### src/pst_pkg.sv
// shared types, token codes and keyword tables for the pascal subset tokenizer
// no dependencies
package pst_pkg;

    localparam int NKW = 17;

    typedef struct packed {
        logic [7:0] in_byte;
        logic       end_of_input;
    } pst_in_t;

    typedef struct packed {
        logic        rec_kind;
        logic [7:0]  text_char;
        logic [5:0]  token_type;
        logic [15:0] token_line;
        logic [1:0]  error_code;
        logic        last;
    } pst_rec_t;

    typedef enum logic [2:0] {
        M_IDLE,
        M_IDENT,
        M_NUMBER,
        M_STRING,
        M_COMMENT,
        M_COLON,
        M_LESS,
        M_GREATER
    } pst_mode_t;

    localparam logic       REC_CHAR = 1'b0;
    localparam logic       REC_END  = 1'b1;

    localparam logic [1:0] ERR_NONE    = 2'd0;
    localparam logic [1:0] ERR_STRING  = 2'd1;
    localparam logic [1:0] ERR_UNKNOWN = 2'd2;

    localparam logic [5:0] T_IDENT   = 6'd16;
    localparam logic [5:0] T_STRLIT  = 6'd17;
    localparam logic [5:0] T_INTLIT  = 6'd18;
    localparam logic [5:0] T_ASSIGN  = 6'd19;
    localparam logic [5:0] T_NE      = 6'd20;
    localparam logic [5:0] T_LE      = 6'd21;
    localparam logic [5:0] T_GE      = 6'd22;
    localparam logic [5:0] T_PLUS    = 6'd23;
    localparam logic [5:0] T_MINUS   = 6'd24;
    localparam logic [5:0] T_STAR    = 6'd25;
    localparam logic [5:0] T_SLASH   = 6'd26;
    localparam logic [5:0] T_EQ      = 6'd27;
    localparam logic [5:0] T_LT      = 6'd28;
    localparam logic [5:0] T_GT      = 6'd29;
    localparam logic [5:0] T_LPAREN  = 6'd30;
    localparam logic [5:0] T_RPAREN  = 6'd31;
    localparam logic [5:0] T_COLON   = 6'd32;
    localparam logic [5:0] T_SEMI    = 6'd33;
    localparam logic [5:0] T_COMMA   = 6'd34;
    localparam logic [5:0] T_END     = 6'd35;

    // keyword spellings, left aligned, zero padded
    localparam logic [63:0] KW_TEXT [NKW] = '{
        {"program", 8'h00}, {"var", 40'h0}, {"begin", 24'h0}, {"end", 40'h0},
        {"integer", 8'h00}, {"boolean", 8'h00}, {"string", 16'h0}, {"true", 32'h0},
        {"false", 24'h0}, {"div", 40'h0}, {"mod", 40'h0}, {"and", 40'h0},
        {"or", 48'h0}, {"xor", 40'h0}, {"not", 40'h0}, {"writeln", 8'h00},
        {"readln", 16'h0}
    };
    localparam logic [2:0] KW_LEN [NKW] = '{
        3'd7, 3'd3, 3'd5, 3'd3, 3'd7, 3'd7, 3'd6, 3'd4, 3'd5, 3'd3, 3'd3, 3'd3,
        3'd2, 3'd3, 3'd3, 3'd7, 3'd6
    };
    localparam logic [5:0] KW_TYPE [NKW] = '{
        6'd0, 6'd1, 6'd2, 6'd3, 6'd4, 6'd5, 6'd6, 6'd7, 6'd7, 6'd8, 6'd9, 6'd10,
        6'd11, 6'd12, 6'd13, 6'd14, 6'd15
    };

    function automatic logic is_alpha(input logic [7:0] c);
        return (c >= "a" && c <= "z") || (c >= "A" && c <= "Z") || c == "_";
    endfunction

    function automatic logic is_digit(input logic [7:0] c);
        return c >= "0" && c <= "9";
    endfunction

    function automatic logic [7:0] to_lower(input logic [7:0] c);
        return (c >= "A" && c <= "Z") ? c + 8'd32 : c;
    endfunction

    // drop candidates whose spelling differs at this position
    function automatic logic [NKW-1:0] kw_update(input logic [NKW-1:0] kwc,
                                                  input logic [2:0] pos,
                                                  input logic pos_ok,
                                                  input logic [7:0] lc);
        logic [NKW-1:0] r;
        r = kwc;
        for (int k = 0; k < NKW; k++) begin
            if (!pos_ok || KW_TEXT[k][63 - 8*pos -: 8] != lc)
                r[k] = 1'b0;
        end
        return r;
    endfunction

    function automatic logic [5:0] ident_type(input logic [NKW-1:0] kwc,
                                              input logic [2:0] len,
                                              input logic len_ok);
        logic [5:0] t;
        logic       found;
        t = T_IDENT;
        found = 1'b0;
        for (int k = 0; k < NKW; k++) begin
            if (!found && len_ok && kwc[k] && KW_LEN[k] == len) begin
                t = KW_TYPE[k];
                found = 1'b1;
            end
        end
        return t;
    endfunction

    function automatic pst_rec_t mk_char(input logic [7:0] c, input logic [15:0] line);
        pst_rec_t r;
        r = '0;
        r.rec_kind = REC_CHAR;
        r.text_char = c;
        r.token_line = line;
        return r;
    endfunction

    function automatic pst_rec_t mk_end(input logic [5:0] t, input logic [1:0] err,
                                        input logic [15:0] line);
        pst_rec_t r;
        r = '0;
        r.rec_kind = REC_END;
        r.token_type = t;
        r.error_code = err;
        r.token_line = line;
        return r;
    endfunction

endpackage

### src/pascal_subset_tokenizer_unit.sv
// top level of the pascal subset tokenizer
// depends on pst_pkg, pst_lexer, pst_outbuf
//
// usage:
//   byte channel: one source character per request (byte_valid/byte_stall),
//     byte 0 or end_of_input ends the input and flushes the pending token
//   token channel: one record per request (tok_valid/tok_stall), text
//     character records followed by a token-end record, last marks the
//     final record caused by one source byte
//   latency: records of a byte appear the cycle after it is accepted
//   throughput: one byte per cycle while each byte gives at most one record and
//     tok_stall is low; a byte giving more records holds the byte channel until
//     its last record leaves, set by the single-record port of the result buffer
//   reset: lexer idle, line count 1, result buffer empty, no halt
//   stall on the token side: the head record holds, and the byte channel
//     stalls while any record is left in the buffer at the end of the cycle
//   after an unterminated string or unknown character the block accepts
//     bytes but gives no records until reset
module pascal_subset_tokenizer_unit #(
    parameter int MAX_TEXT_LEN = 32,
    parameter int LINE_BITS    = 16
) (
    input  logic               clk,
    input  logic               rst_n,
    input  logic               byte_valid,
    output logic               byte_stall,
    input  pst_pkg::pst_in_t   byte_req,
    output logic               tok_valid,
    input  logic               tok_stall,
    output pst_pkg::pst_rec_t  tok_req
);
    import pst_pkg::*;

    pst_rec_t   recs [3];
    logic [1:0] nrec;
    logic       room;
    logic       accept;

    // a byte enters only when the buffer will be empty next cycle
    assign byte_stall = !room;
    assign accept = byte_valid && room;

    // lexer state and step logic
    pst_lexer #(
        .MAX_TEXT_LEN (MAX_TEXT_LEN),
        .LINE_BITS    (LINE_BITS)
    ) u_lexer (
        .clk    (clk),
        .rst_n  (rst_n),
        .accept (accept),
        .req    (byte_req),
        .recs   (recs),
        .nrec   (nrec)
    );

    // result buffer toward the token channel
    pst_outbuf u_outbuf (
        .clk   (clk),
        .rst_n (rst_n),
        .load  (accept),
        .recs  (recs),
        .nrec  (nrec),
        .room  (room),
        .valid (tok_valid),
        .stall (tok_stall),
        .rec   (tok_req)
    );

endmodule

### src/pst_lexer.sv
// lexer state registers and the one-byte step logic
// depends on pst_pkg
module pst_lexer #(
    parameter int MAX_TEXT_LEN = 32,
    parameter int LINE_BITS    = 16
) (
    input  logic               clk,
    input  logic               rst_n,
    input  logic               accept,
    input  pst_pkg::pst_in_t   req,
    output pst_pkg::pst_rec_t  recs [3],
    output logic [1:0]         nrec
);
    import pst_pkg::*;

    localparam int TCW = $clog2(MAX_TEXT_LEN);
    localparam logic [TCW-1:0] TC_LIMIT = TCW'(MAX_TEXT_LEN - 1);
    localparam logic [TCW-1:0] TC_KW    = TCW'(8);

    pst_mode_t            mode_reg, mode_next;
    logic [TCW-1:0]       tc_reg, tc_next;
    logic [LINE_BITS-1:0] line_reg, line_next;
    logic [LINE_BITS-1:0] sl_reg, sl_next;
    logic [NKW-1:0]       kwc_reg, kwc_next;
    logic                 halted_reg, halted_next;

    logic [7:0]  c, lc;
    logic        eoi, consumed, pos_ok;
    logic [15:0] old_line, cur_line;
    logic [LINE_BITS-1:0] line_inc;

    always_comb
    begin
        c = req.in_byte;
        lc = to_lower(c);
        eoi = req.end_of_input || c == 8'd0;
        pos_ok = tc_reg < TC_KW;
        old_line = 16'(sl_reg);
        cur_line = 16'(line_reg);
        line_inc = (line_reg == '1) ? line_reg : line_reg + 1'b1;
        mode_next = mode_reg;
        tc_next = tc_reg;
        line_next = line_reg;
        sl_next = sl_reg;
        kwc_next = kwc_reg;
        halted_next = halted_reg;
        consumed = 1'b0;
        nrec = 2'd0;
        recs[0] = '0;
        recs[1] = '0;
        recs[2] = '0;
        if (!halted_reg)
        begin
            case (mode_reg)
                M_IDENT:
                begin
                    if (!eoi && (is_alpha(c) || is_digit(c)))
                    begin
                        consumed = 1'b1;
                        if (tc_reg < TC_LIMIT)
                        begin
                            recs[nrec] = mk_char(c, old_line);
                            nrec = nrec + 2'd1;
                            tc_next = tc_reg + 1'b1;
                            kwc_next = kw_update(kwc_reg, tc_reg[2:0], pos_ok, lc);
                        end
                    end
                    else
                    begin
                        recs[nrec] = mk_end(ident_type(kwc_reg, tc_reg[2:0], pos_ok),
                                            ERR_NONE, old_line);
                        nrec = nrec + 2'd1;
                        mode_next = M_IDLE;
                    end
                end
                M_NUMBER:
                begin
                    if (!eoi && is_digit(c))
                    begin
                        consumed = 1'b1;
                        if (tc_reg < TC_LIMIT)
                        begin
                            recs[nrec] = mk_char(c, old_line);
                            nrec = nrec + 2'd1;
                            tc_next = tc_reg + 1'b1;
                        end
                    end
                    else
                    begin
                        recs[nrec] = mk_end(T_INTLIT, ERR_NONE, old_line);
                        nrec = nrec + 2'd1;
                        mode_next = M_IDLE;
                    end
                end
                M_STRING:
                begin
                    consumed = 1'b1;
                    if (eoi || c == "\n")
                    begin
                        recs[nrec] = mk_end(T_STRLIT, ERR_STRING, old_line);
                        nrec = nrec + 2'd1;
                        halted_next = 1'b1;
                    end
                    else if (c == "'")
                    begin
                        recs[nrec] = mk_end(T_STRLIT, ERR_NONE, old_line);
                        nrec = nrec + 2'd1;
                        mode_next = M_IDLE;
                    end
                    else if (tc_reg < TC_LIMIT)
                    begin
                        recs[nrec] = mk_char(c, old_line);
                        nrec = nrec + 2'd1;
                        tc_next = tc_reg + 1'b1;
                    end
                end
                M_COMMENT:
                begin
                    if (eoi)
                        mode_next = M_IDLE;
                    else
                    begin
                        consumed = 1'b1;
                        if (c == "\n")
                            line_next = line_inc;
                        else if (c == "}")
                            mode_next = M_IDLE;
                    end
                end
                M_COLON, M_LESS, M_GREATER:
                begin
                    if (!eoi && c == "=")
                    begin
                        consumed = 1'b1;
                        recs[nrec] = mk_char(c, old_line);
                        nrec = nrec + 2'd1;
                        recs[nrec] = mk_end((mode_reg == M_COLON) ? T_ASSIGN :
                                            (mode_reg == M_LESS) ? T_LE : T_GE,
                                            ERR_NONE, old_line);
                        nrec = nrec + 2'd1;
                    end
                    else if (!eoi && c == ">" && mode_reg == M_LESS)
                    begin
                        consumed = 1'b1;
                        recs[nrec] = mk_char(c, old_line);
                        nrec = nrec + 2'd1;
                        recs[nrec] = mk_end(T_NE, ERR_NONE, old_line);
                        nrec = nrec + 2'd1;
                    end
                    else
                    begin
                        recs[nrec] = mk_end((mode_reg == M_COLON) ? T_COLON :
                                            (mode_reg == M_LESS) ? T_LT : T_GT,
                                            ERR_NONE, old_line);
                        nrec = nrec + 2'd1;
                    end
                    mode_next = M_IDLE;
                end
                default:
                    mode_next = M_IDLE;
            endcase

            if (eoi && !halted_next)
            begin
                sl_next = line_reg;
                tc_next = '0;
                kwc_next = '1;
                recs[nrec] = mk_end(T_END, ERR_NONE, cur_line);
                nrec = nrec + 2'd1;
                mode_next = M_IDLE;
            end
            else if (!consumed && !halted_next && !eoi)
            begin
                if (c == " " || c == "\t" || c == "\r")
                    mode_next = M_IDLE;
                else if (c == "\n")
                    line_next = line_inc;
                else if (c == "{")
                    mode_next = M_COMMENT;
                else
                begin
                    sl_next = line_reg;
                    tc_next = '0;
                    kwc_next = '1;
                    if (c == "'")
                        mode_next = M_STRING;
                    else
                    begin
                        recs[nrec] = mk_char(c, cur_line);
                        nrec = nrec + 2'd1;
                        if (is_alpha(c))
                        begin
                            mode_next = M_IDENT;
                            tc_next = TCW'(1);
                            kwc_next = kw_update('1, 3'd0, 1'b1, lc);
                        end
                        else if (is_digit(c))
                        begin
                            mode_next = M_NUMBER;
                            tc_next = TCW'(1);
                        end
                        else
                        begin
                            case (c)
                                ":": mode_next = M_COLON;
                                "<": mode_next = M_LESS;
                                ">": mode_next = M_GREATER;
                                "+": recs[nrec] = mk_end(T_PLUS, ERR_NONE, cur_line);
                                "-": recs[nrec] = mk_end(T_MINUS, ERR_NONE, cur_line);
                                "*": recs[nrec] = mk_end(T_STAR, ERR_NONE, cur_line);
                                "/": recs[nrec] = mk_end(T_SLASH, ERR_NONE, cur_line);
                                "=": recs[nrec] = mk_end(T_EQ, ERR_NONE, cur_line);
                                "(": recs[nrec] = mk_end(T_LPAREN, ERR_NONE, cur_line);
                                ")": recs[nrec] = mk_end(T_RPAREN, ERR_NONE, cur_line);
                                ";": recs[nrec] = mk_end(T_SEMI, ERR_NONE, cur_line);
                                ",": recs[nrec] = mk_end(T_COMMA, ERR_NONE, cur_line);
                                ".": recs[nrec] = mk_end(T_END, ERR_NONE, cur_line);
                                default:
                                begin
                                    recs[nrec] = mk_end(T_END, ERR_UNKNOWN, cur_line);
                                    halted_next = 1'b1;
                                end
                            endcase
                            if (c != ":" && c != "<" && c != ">")
                                nrec = nrec + 2'd1;
                        end
                    end
                end
            end
        end
        if (nrec != 2'd0)
            recs[nrec - 2'd1].last = 1'b1;
    end

    always_ff @(posedge clk or negedge rst_n)
    begin
        if (!rst_n)
        begin
            mode_reg <= M_IDLE;
            tc_reg <= '0;
            line_reg <= LINE_BITS'(1);
            sl_reg <= LINE_BITS'(1);
            kwc_reg <= '1;
            halted_reg <= 1'b0;
        end
        else if (accept)
        begin
            mode_reg <= mode_next;
            tc_reg <= tc_next;
            line_reg <= line_next;
            sl_reg <= sl_next;
            kwc_reg <= kwc_next;
            halted_reg <= halted_next;
        end
    end

endmodule

### src/pst_outbuf.sv
// three-entry result buffer that drains one record per cycle while not stalled
// depends on pst_pkg
module pst_outbuf (
    input  logic               clk,
    input  logic               rst_n,
    input  logic               load,
    input  pst_pkg::pst_rec_t  recs [3],
    input  logic [1:0]         nrec,
    output logic               room,
    output logic               valid,
    input  logic               stall,
    output pst_pkg::pst_rec_t  rec
);
    import pst_pkg::*;

    pst_rec_t   q_reg [3];
    pst_rec_t   q_next [3];
    logic [1:0] cnt_reg, cnt_next;
    logic       pop;

    assign valid = cnt_reg != 2'd0;
    assign rec = q_reg[0];
    assign pop = valid && !stall;
    // free when empty or once the last held record leaves this cycle
    assign room = cnt_reg == 2'd0 || (cnt_reg == 2'd1 && !stall);

    always_comb
    begin
        q_next = q_reg;
        cnt_next = cnt_reg;
        if (load)
        begin
            q_next = recs;
            cnt_next = nrec;
        end
        else if (pop)
        begin
            q_next[0] = q_reg[1];
            q_next[1] = q_reg[2];
            cnt_next = cnt_reg - 2'd1;
        end
    end

    always_ff @(posedge clk or negedge rst_n)
    begin
        if (!rst_n)
            cnt_reg <= 2'd0;
        else
            cnt_reg <= cnt_next;
    end

    always_ff @(posedge clk)
    begin
        q_reg <= q_next;
    end

endmodule
### config.mk
export PLATFORM = sky130hd
export DESIGN_NAME = pascal_subset_tokenizer_unit
export DESIGN_NICKNAME = d
export VERILOG_FILES = /design/src/pst_pkg.sv /design/src/pascal_subset_tokenizer_unit.sv /design/src/pst_lexer.sv /design/src/pst_outbuf.sv
export SDC_FILE = /design/constraint.sdc
export NUM_CORES = 1
export LEC_CHECK = 0
export BUFFER_PORTS_ARGS = -buffer_cell sky130_fd_sc_hd__buf_2
export CELL_PAD_IN_SITES_DETAIL_PLACEMENT = 0
export CELL_PAD_IN_SITES_GLOBAL_PLACEMENT = 2
export CORE_AREA = 2 2 170 172
export CTS_CLUSTER_SIZE = 40
export DETAILED_ROUTE_END_ITERATION = 12
export DIE_AREA = 0 0 172 174
export GPL_TIMING_DRIVEN = 0
export PLACE_DENSITY = 0.94
export SLEW_MARGIN = 20
export SYNTH_ARGS = -nofsm -noshare
export SYNTH_HDL_FRONTEND = slang
export SYNTH_SLANG_ARGS = --single-unit
### constraint.sdc
create_clock -name clk -period 12.3 [get_ports clk]
set_clock_uncertainty 0.05 [all_clocks]
set_input_delay 1.23 -clock clk [delete_from_list [all_inputs] [get_ports clk]]
set_output_delay 1.23 -clock clk [all_outputs]
set_load 0.02 [all_outputs]
==> results.py <==
metrics = {
    "sta": {
        "fin_setup_tns_ns": 0,
        "setup_violations": 0,
        "drv_slew": 0,
        "rsz0062_at_grt": "no",
        "hold_viol": 0,
        "slew_headroom_pct": 30.73,
        "tightest_slew_ns": 1.031,
        "fin_crit_sh_pct": 41.95,
        "max_freq_ghz": 0.1938,
        "period_minus_slack_ns": 5.159,
    },
    "clock_network": {
        "cts_setup_buffers": 0,
        "root_buffer": "clkbuf_16",
        "cts.path.max_buffers": 2,
        "clkSinkCount": 160,
        "cts_hold_buf": 0,
        "path_clk_slew_ns": 0.07,
        "tritoncts": "done",
        "htreeDepth": 4,
        "cts_buffers": 17,
        "cts_resized": 0,
        "clock_latency_ns": 0.45,
    },
    "critical_path": {
        "critical_path_class": "input port to flip-flop",
        "path_buf_inv": 5,
        "cp_top_family": "compound AO/OA/AOI/OAI gates",
        "cp_slowest_cell": "clkbuf_1",
        "critPathLaunchType": "input port",
        "worst_setup_path_end_kind": "flip-flop",
        "crit_required_ns": 12.45,
        "cp_cell_sequence": "buf_2, buf_4, inv_1, ha_1, nand2_1, o32a_4, o211ai_2, nor3_1, a311oi_4, ha_1, clkbuf_1, clkbuf_1, nand3_1, o221ai_1, a31oi_1, o31ai_1",
        "max_stage_delay_ns": 0.54,
        "regToRegSetupSlack_ns": 7.78,
        "worstPathArrival_ns": 5.31,
        "worst-path-max-fanout": 10,
    },
    "global_routing": {
        "antenna_found_initial": 0,
        "grt_max_degree": 49,
        "grt_usage_pct": 31.28,
        "grt.overflow.total": 0,
        "grt_pass1_vias": 11340,
        "grt_first_pass_wirelength_microns": 70300,
    },
    "routing": {
        "wl_microns": 45870,
        "vias": 11820,
        "vias_per_cell": 6.433,
        "drtPass1Iterations": 6,
        "drt_iter0_markers": 1899,
        "drtAntennaViolNets": 0,
        "post_drt_wl_per_cell_microns": 24.96,
        "drcViolationCount": 0,
    },
    "die": {
        "top_level_ports": 49,
        "row_count": 62,
        "start_util_pct": 42.32,
        "core_sq_um": 28240,
        "fp.dieW_microns": 172,
        "die_area_sq_um": 29930,
        "fp.dieH_microns": 174,
    },
    "cells_and_area": {
        "drive_above_1_share_pct": 16.02,
        "final_cell_area_sq_um": 13450,
        "seqCellArea_sq_um": 4528,
        "fill_cells": 2771,
        "synthToLayoutAreaGrowth_pct": 12.54,
        "multi_input_area_sq_um": 6546,
        "layout.cells.most_common": "nand2_1",
        "largest_reg_flops": 66,
        "antennaDiodeCount": 0,
        "final_cell_mix": "nand2_1, a21oi_1, edfxtp_1",
        "nets": 1472,
    },
    "logic_synthesis": {
        "synth_seq_cells": 160,
        "ys_seq_area_share_pct": 37.90,
        "synth_area_leaders": "edfxtp_1, dfrtp_1, nand2_1, a21oi_1, dfstp_2",
        "avgSynthCellArea_sq_um": 8.716,
        "synth_warnings": 0,
        "synth-async-reset-ratio_pct": 37.50,
        "yosysTopAreaCellShare_pct": 25.13,
        "synth_cells": 1371,
        "synth_area_sq_um": 11950,
        "syn_nets": 1402,
        "synthDistinctLibCells": 98,
        "synth_edf_count": 100,
        "yosysTopAreaCell": "edfxtp_1",
        "synth_ff_type": "edfxtp_1",
    },
    "power": {
        "power_mw": 2.716,
        "power_density_nw_per_um2": 202.0,
        "peakVddDrop_mv": 0.1052,
        "leakagePower_nw": 5.094,
    },
    "place": {
        "placed_cell_area_sq_um": 12820,
        "numPortBuffers": 46,
        "dp_hpwl_microns": 33430,
        "place.gp.congestion": 1.027,
    },
    "run_status": {
        "run_status": "finished, final reports clean",
    },
    "flow_run": {
        "cap_violations": 0,
    },
    "worst_hold_path": {
        "hold_path_class": "flip-flop to flip-flop",
    },
}
## layout make-up
cell class                 instances  area share, %
multi-input combinational       1028          48.68
sequential                       160          33.67
buffer                           150          5.722
tap                              384          3.573
clock buffer                      18          3.191
timing repair buffer              51          2.754
clock inverter                    14          1.489
inverter                          33         0.9211
## where the power goes
| part | leakage [nW] | switching, mW | internal (mW) |
|---|---|---|---|
| logic | 3.04 | 0.854 | 0.421 |
| registers | 1.75 | 0.0669 | 0.782 |
| clock network | 0.304 | 0.248 | 0.344 |
| total | 5.09 | 1.17 | 1.55 |
## synth_stat cells (20+ instances only)
cell type    n
nand2_1    142
a21oi_1    103
edfxtp_1   100
nor2_1      93
o21ai_0     93
clkbuf_1    69
nand3_1     54
xnor2_1     48
buf_4       41
dfrtp_1     41
nor3_1      34
a31oi_1     33
inv_1       32
and3_1      30
a22o_1      27
buf_2       24
and2_1      22
o211ai_1    22
a32oi_1     21
mux2_2      20
## path summary, 6_finish.rpt
check                      cells past startpoint                    to          startpoint
min reg2reg                                    2    u_lexer.kwc_reg[6]  u_lexer.kwc_reg[6]
max                                           16      u_outbuf.rec[17]         byte_req[6]
max reg2reg                                   12      u_outbuf.rec[17]   u_lexer.tc_reg[0]
max in group asynchronous                      2   u_lexer.kwc_reg[11]               rst_n
min                                            2    u_lexer.kwc_reg[6]  u_lexer.kwc_reg[6]
min in group asynchronous                      1  u_lexer.old_line[11]               rst_n
## through the flow
stage          util (%)  setup WS (ns)  hold WS, ns  std cells
2_1_floorplan         -          5.470       0.4215       1371
3_3_place_gp      44.83          2.832       0.4405       1801
3_5_place_dp      45.40          6.832       0.4462       1806
4_1_cts           47.63          7.334       0.4583       1838
5_1_grt           47.63          7.017       0.4855       1838
6_report          47.63          7.141       0.4569       1838
## layer usage
metal / wire [microns] / track usage [%] / share of wire, %
met5: 0 / 0 / 0
met4: 1512 / 11.10 / 3.3
met3: 4433 / 5.783 / 9.7
met2: 20060 / 46.75 / 44
met1: 19860 / 45.19 / 43
## worst reg2reg max path, delay by kind of cell (launching register included)
kind,cells,cell delay [ns]
AO/OA/AOI/OAI,6,1.60
buffers and inverters,2,0.94
AND/OR/NAND/NOR,3,0.75
flip-flops,1,0.63
adder cells (fa/ha/maj),1,0.31
## kinds of logic after synthesis
group / count (synthesis) / share of synthesized area [%]
fa+ha+maj: 19 / 1.969
compound gates: 443 / 25.19
flops: 160 / 37.90
buf+inv: 183 / 7.477
mux: 26 / 2.702
simple gates: 481 / 20.44
xor+xnor: 59 / 4.325
Power figures use the tool's default switching activity.
